### src/bfsa_ram.sv
// Generic simple dual-port RAM, one write and one registered read port.
module bfsa_ram #(
    parameter int WIDTH = 8,
    parameter int DEPTH = 16
) (
    input  logic                                  clk,
    input  logic                                  we,
    input  logic [(DEPTH > 1 ? $clog2(DEPTH) : 1)-1:0] waddr,
    input  logic [WIDTH-1:0]                      wdata,
    input  logic [(DEPTH > 1 ? $clog2(DEPTH) : 1)-1:0] raddr,
    output logic [WIDTH-1:0]                      rdata
);
    logic [WIDTH-1:0] mem [DEPTH];

    always_ff @(posedge clk)
    begin
        if (we)
        begin
            mem[waddr] <= wdata;
        end
        rdata <= mem[raddr];
    end
endmodule

### config.mk
export PLATFORM = sky130hd
export DESIGN_NAME = bfsa_ram
export DESIGN_NICKNAME = d
export VERILOG_FILES = /design/src/bfsa_ram.sv
export SDC_FILE = /design/constraint.sdc
export NUM_CORES = 1
export LEC_CHECK = 0
export BUFFER_PORTS_ARGS = -buffer_cell sky130_fd_sc_hd__buf_2
export CAP_MARGIN = 10
export CORE_MARGIN = 2
export CORE_UTILIZATION = 60
export CTS_CLUSTER_SIZE = 28
export DETAILED_ROUTE_END_ITERATION = 10
export PLACE_DENSITY = 0.78
export SKIP_LAST_GASP = 1
export SYNTH_ARGS = -nofsm -noshare
export SYNTH_HDL_FRONTEND = slang
export SYNTH_SLANG_ARGS = --single-unit
### constraint.sdc
create_clock -name clk -period 4.1 [get_ports clk]
set_clock_uncertainty 0.05 [all_clocks]
set_input_delay 0.82 -clock clk [delete_from_list [all_inputs] [get_ports clk]]
set_output_delay 0.82 -clock clk [all_outputs]
set_load 0.01 [all_outputs]
Yosys cells after proc, flatten, opt, wreduce, memory -nomap -nowiden
Memories as Yosys holds them, arrays and structs flattened. A register that Yosys moved wholly into a read port is not among the register bits.
Cells that the tools add are included.
Widths: inputs -> output; s select.

operators by class
  multiplexer cells = 2

operators with widths
  cell    count
  $mux 1  2

word-level totals
  bits in registers = 0
  memory bits (writable) = 128
  input port bits = 18
  output and inout bits = 8
  memories = 1

memories
  name  depth  bits a word  read ports  clocked after Yosys merged registers in  wr ports  RTL line  source
  mem   16     8            1           1                                        1         13        logic [WIDTH-1:0] mem [DEPTH];

Logic depth before layout (Yosys ltp)
  word-level depth = 2
  gate-level depth with buffers = 5
  gate-level depth less buffers = 3

Worst setup path after synthesis
No wires, ideal clock.

  kind = input to register
  start point = input waddr[2] in the netlist's numbering
  end point = memory mem[0][0] (enable)
  setup time = 383 ps
  data arrival time = 1930 ps
  data required time = 3667 ps
  path slack = 1737 ps
  cell stages on the path = 2
  buffers on the path = 0
  cell sequence = or3b_2 -> nor3_1

RTL lines
  element          RTL line  source
  start, declared  8         input logic [(DEPTH > 1 ? $clog2(DEPTH) : 1)-1:0] waddr,
  end, declared    13

No word-level cell before the write port.

==> results.sh <==
export IMPL_hold_buffers=0
export IMPL_grt_use_met1=0.328
export IMPL_slowest_delay_ns=0.61
export IMPL_grt_pass1_vias=2595
export IMPL_area_growth_pct=17.3
export IMPL_yosysMostFrequentCell="edfxtp_1"
export IMPL_final_min_clock_period_ns=2.25
export IMPL_initial_core_util=0.623
export IMPL_power_density_nw_per_um2=566
export IMPL_crit_path_top_delay_cell="buf_2"
export IMPL_report_final_slew_viol_count=0
export IMPL_yosysTopAreaCell="edfxtp_1"
export IMPL_io_pins=26
export IMPL_whs_ns=0.620
export IMPL_finalCritPeriodShare=0.549
export IMPL_post_cts_buffers=0
export IMPL_placementRows=33
export IMPL_hp_class="flop to flop"
export IMPL_final_hold_violation_count=0
export IMPL_met3_usage=0.0643
export IMPL_power_mw=3.42
export IMPL_cts_tree="built"
export IMPL_drc=0
export IMPL_fp_dieH_um=96.6
export IMPL_power_leakage_nw=2.05
export IMPL_drt_iter0_markers=231
export IMPL_synth_main_ff_cell="edfxtp_1"
export IMPL_synth_async_reset_ratio=0
export IMPL_synthTopCellsByCount="128 x edfxtp_1, 18 x mux4_2, 16 x a22oi_1, 14 x mux4_1, 13 x nor2_1"
export IMPL_grt_antenna_before_repair=0
export IMPL_die_x_um=96.6
export IMPL_cts_buffers=17
export IMPL_clockRootBuffer="clkbuf_8"
export IMPL_grt_pass1_wl_um=15300
export IMPL_synthesis_area_sq_um=5150
export IMPL_routabilityCongestion=0.729
export IMPL_wl_per_cell_um=25.7
export IMPL_synthCells=229
export IMPL_outcome="complete, no violations"
export IMPL_synth_area_per_cell_sq_um=22.5
export IMPL_ys_types=19
export IMPL_clock_latency_ns=0.52
export IMPL_htree_levels=4
export IMPL_finalSetupTns_ns=0
export IMPL_crit_path_cell_trace="buf_2 > buf_4 > mux4_1 > a22oi_1 > nand2_1"
export IMPL_antenna_cells=0
export IMPL_rsz0062_at_grt="false"
export IMPL_synth_seq_cells=136
export IMPL_drtPass1Iterations=5
export IMPL_vias_per_cell=6.44
export IMPL_crit_required_ns=4.45
export IMPL_die_area_sq_um=9340
export IMPL_cp_end_kind="flop"
export IMPL_grt_use_total=0.229
export IMPL_cts_sinks=136
export IMPL_grt_busiest_layer="met2"
export IMPL_syn_nets=247
export IMPL_clkTransAtPathRegs_ns=0.06
export IMPL_routed_wl_um=9930
export IMPL_drv_cap=0
export IMPL_crit_type="input port to flop"
export IMPL_core_area_sq_um=8260
export IMPL_worstPathMaxFanout=24
export IMPL_ff2ff_path_depth=3
export IMPL_holdPathStages=3
export IMPL_synth_edff_count=128
export IMPL_start_kind="input port"
export IMPL_ir_drop_mv=0.441
export IMPL_synth_area_top_cells="edfxtp_1 75%, mux4_2 7.9%, mux4_1 7.1%"
export IMPL_layout_drive_gt1_share=0.287
export IMPL_overflow=0
export IMPL_clockBufferDepth=2
export IMPL_ant_nets=0
export IMPL_synth_top_cell_area_share=0.747
export IMPL_dpl_hpwl_um=5850
export IMPL_met2_usage=0.342
export IMPL_synth_warnings=0
export IMPL_grt_max_degree=33
export IMPL_yosysSeqAreaShare=0.778
export IMPL_tightest_slew_ns=0.956
export IMPL_max_freq_mhz=444
export IMPL_max_slew_margin=0.361
export IMPL_setup_viol=0
export IMPL_vias=2492
export IMPL_io_buffers=25
export IMPL_ctsResizeCount=0
export IMPL_fin_nets=287
export IMPL_cp_arrival_ns=2.60
==> cells by family (layout without fill, tap and decap cells) <==
| kind of cell | Yosys count | after routing | synth area share |
|---|---|---|---|
| flip-flops | 136 | 136 | 0.778 |
| AO/OA/AOI/OAI | 16 | 16 | 0.0233 |
| buffers and inverters | 10 | 63 | 0.0168 |
| multiplexers | 32 | 32 | 0.150 |
| AND/OR/NAND/NOR | 35 | 35 | 0.0318 |
==> worst paths after layout <==
| path | from | to | slack (ns) |
|---|---|---|---|
| setup reg to reg | mem[1][3]$_DFFE_PP_ | rdata[3]$_DFF_P_ | 2.68 |
| hold reg to reg | mem[14][7]$_DFFE_PP_ | rdata[7]$_DFF_P_ | 0.62 |
| setup / recovery | raddr[0] | rdata[1]$_DFF_P_ | 1.85 |
| hold / removal | mem[14][7]$_DFFE_PP_ | rdata[7]$_DFF_P_ | 0.62 |
==> routing by layer <==
metal	share of wire	wire, um	up-vias
li1	-	-	1056
met1	0.41	4120	1288
met2	0.50	4920	134
met3	0.072	717	14
met4	0.018	178	0
met5	0	0	-
==> through the flow <==
step                setup slack (ns)  utilization  cell area (sq um)  cells
global route                    1.75        0.731               6040    387
detailed placement              1.30        0.649               5360    355
CTS                             1.86        0.731               6040    387
finish                          1.85        0.731               6040    387
floorplan                       1.74            -               5150    229
global placement                1.36        0.649               5360    355
==> cells in the final DEF (no fill, tap or decap) <==
cell	Yosys	final
nand2b_1	2	2
clkbuf_1	0	1
buf_4	1	6
nor2b_1	1	1
edfxtp_1	128	128
dfxtp_1	8	8
and2b_1	1	1
nand3b_1	2	2
mux4_1	14	14
bufinv_16	0	6
clkbuf_16	0	16
nand2_1	9	9
mux4_2	18	18
clkinv_2	0	1
a22oi_1	16	16
inv_6	0	1
nor3_1	4	4
nand3_1	1	1
or3b_2	1	1
clkbuf_8	0	4
nor2_1	13	13
buf_2	3	25
clkinvlp_4	0	2
clkinv_4	0	1
and2_1	1	1
==> where the power goes <==
group	switching, mW	total, mW	internal [mW]
sequential	0.0104	1.57	1.55
clock	0.549	1.71	1.16
combinational	0.0835	0.141	0.0573
total	0.642	3.42	2.77
==> worst max-delay path: cells and delay by family <==
family | cells | cell delay (ns)
AOI/OAI and AO/OA | 1 | 0.22
buffers and inverters | 2 | 0.90
and+or+nand+nor | 1 | 0.08
muxes | 1 | 0.57
==> registers in the layout, indices dropped and copies added, names as in the netlist <==
signal / cells
rdata: 8
mem: 128
==> layout make-up <==
cell class / count / area [sq um]
clock buffer: 21 / 459
clock inverter: 11 / 218
fill: 465 / 2220
multi-input combinational: 83 / 1060
sequential: 136 / 4000
tap: 105 / 131
timing repair buffer: 31 / 170
(Power assumes the default switching activity.)
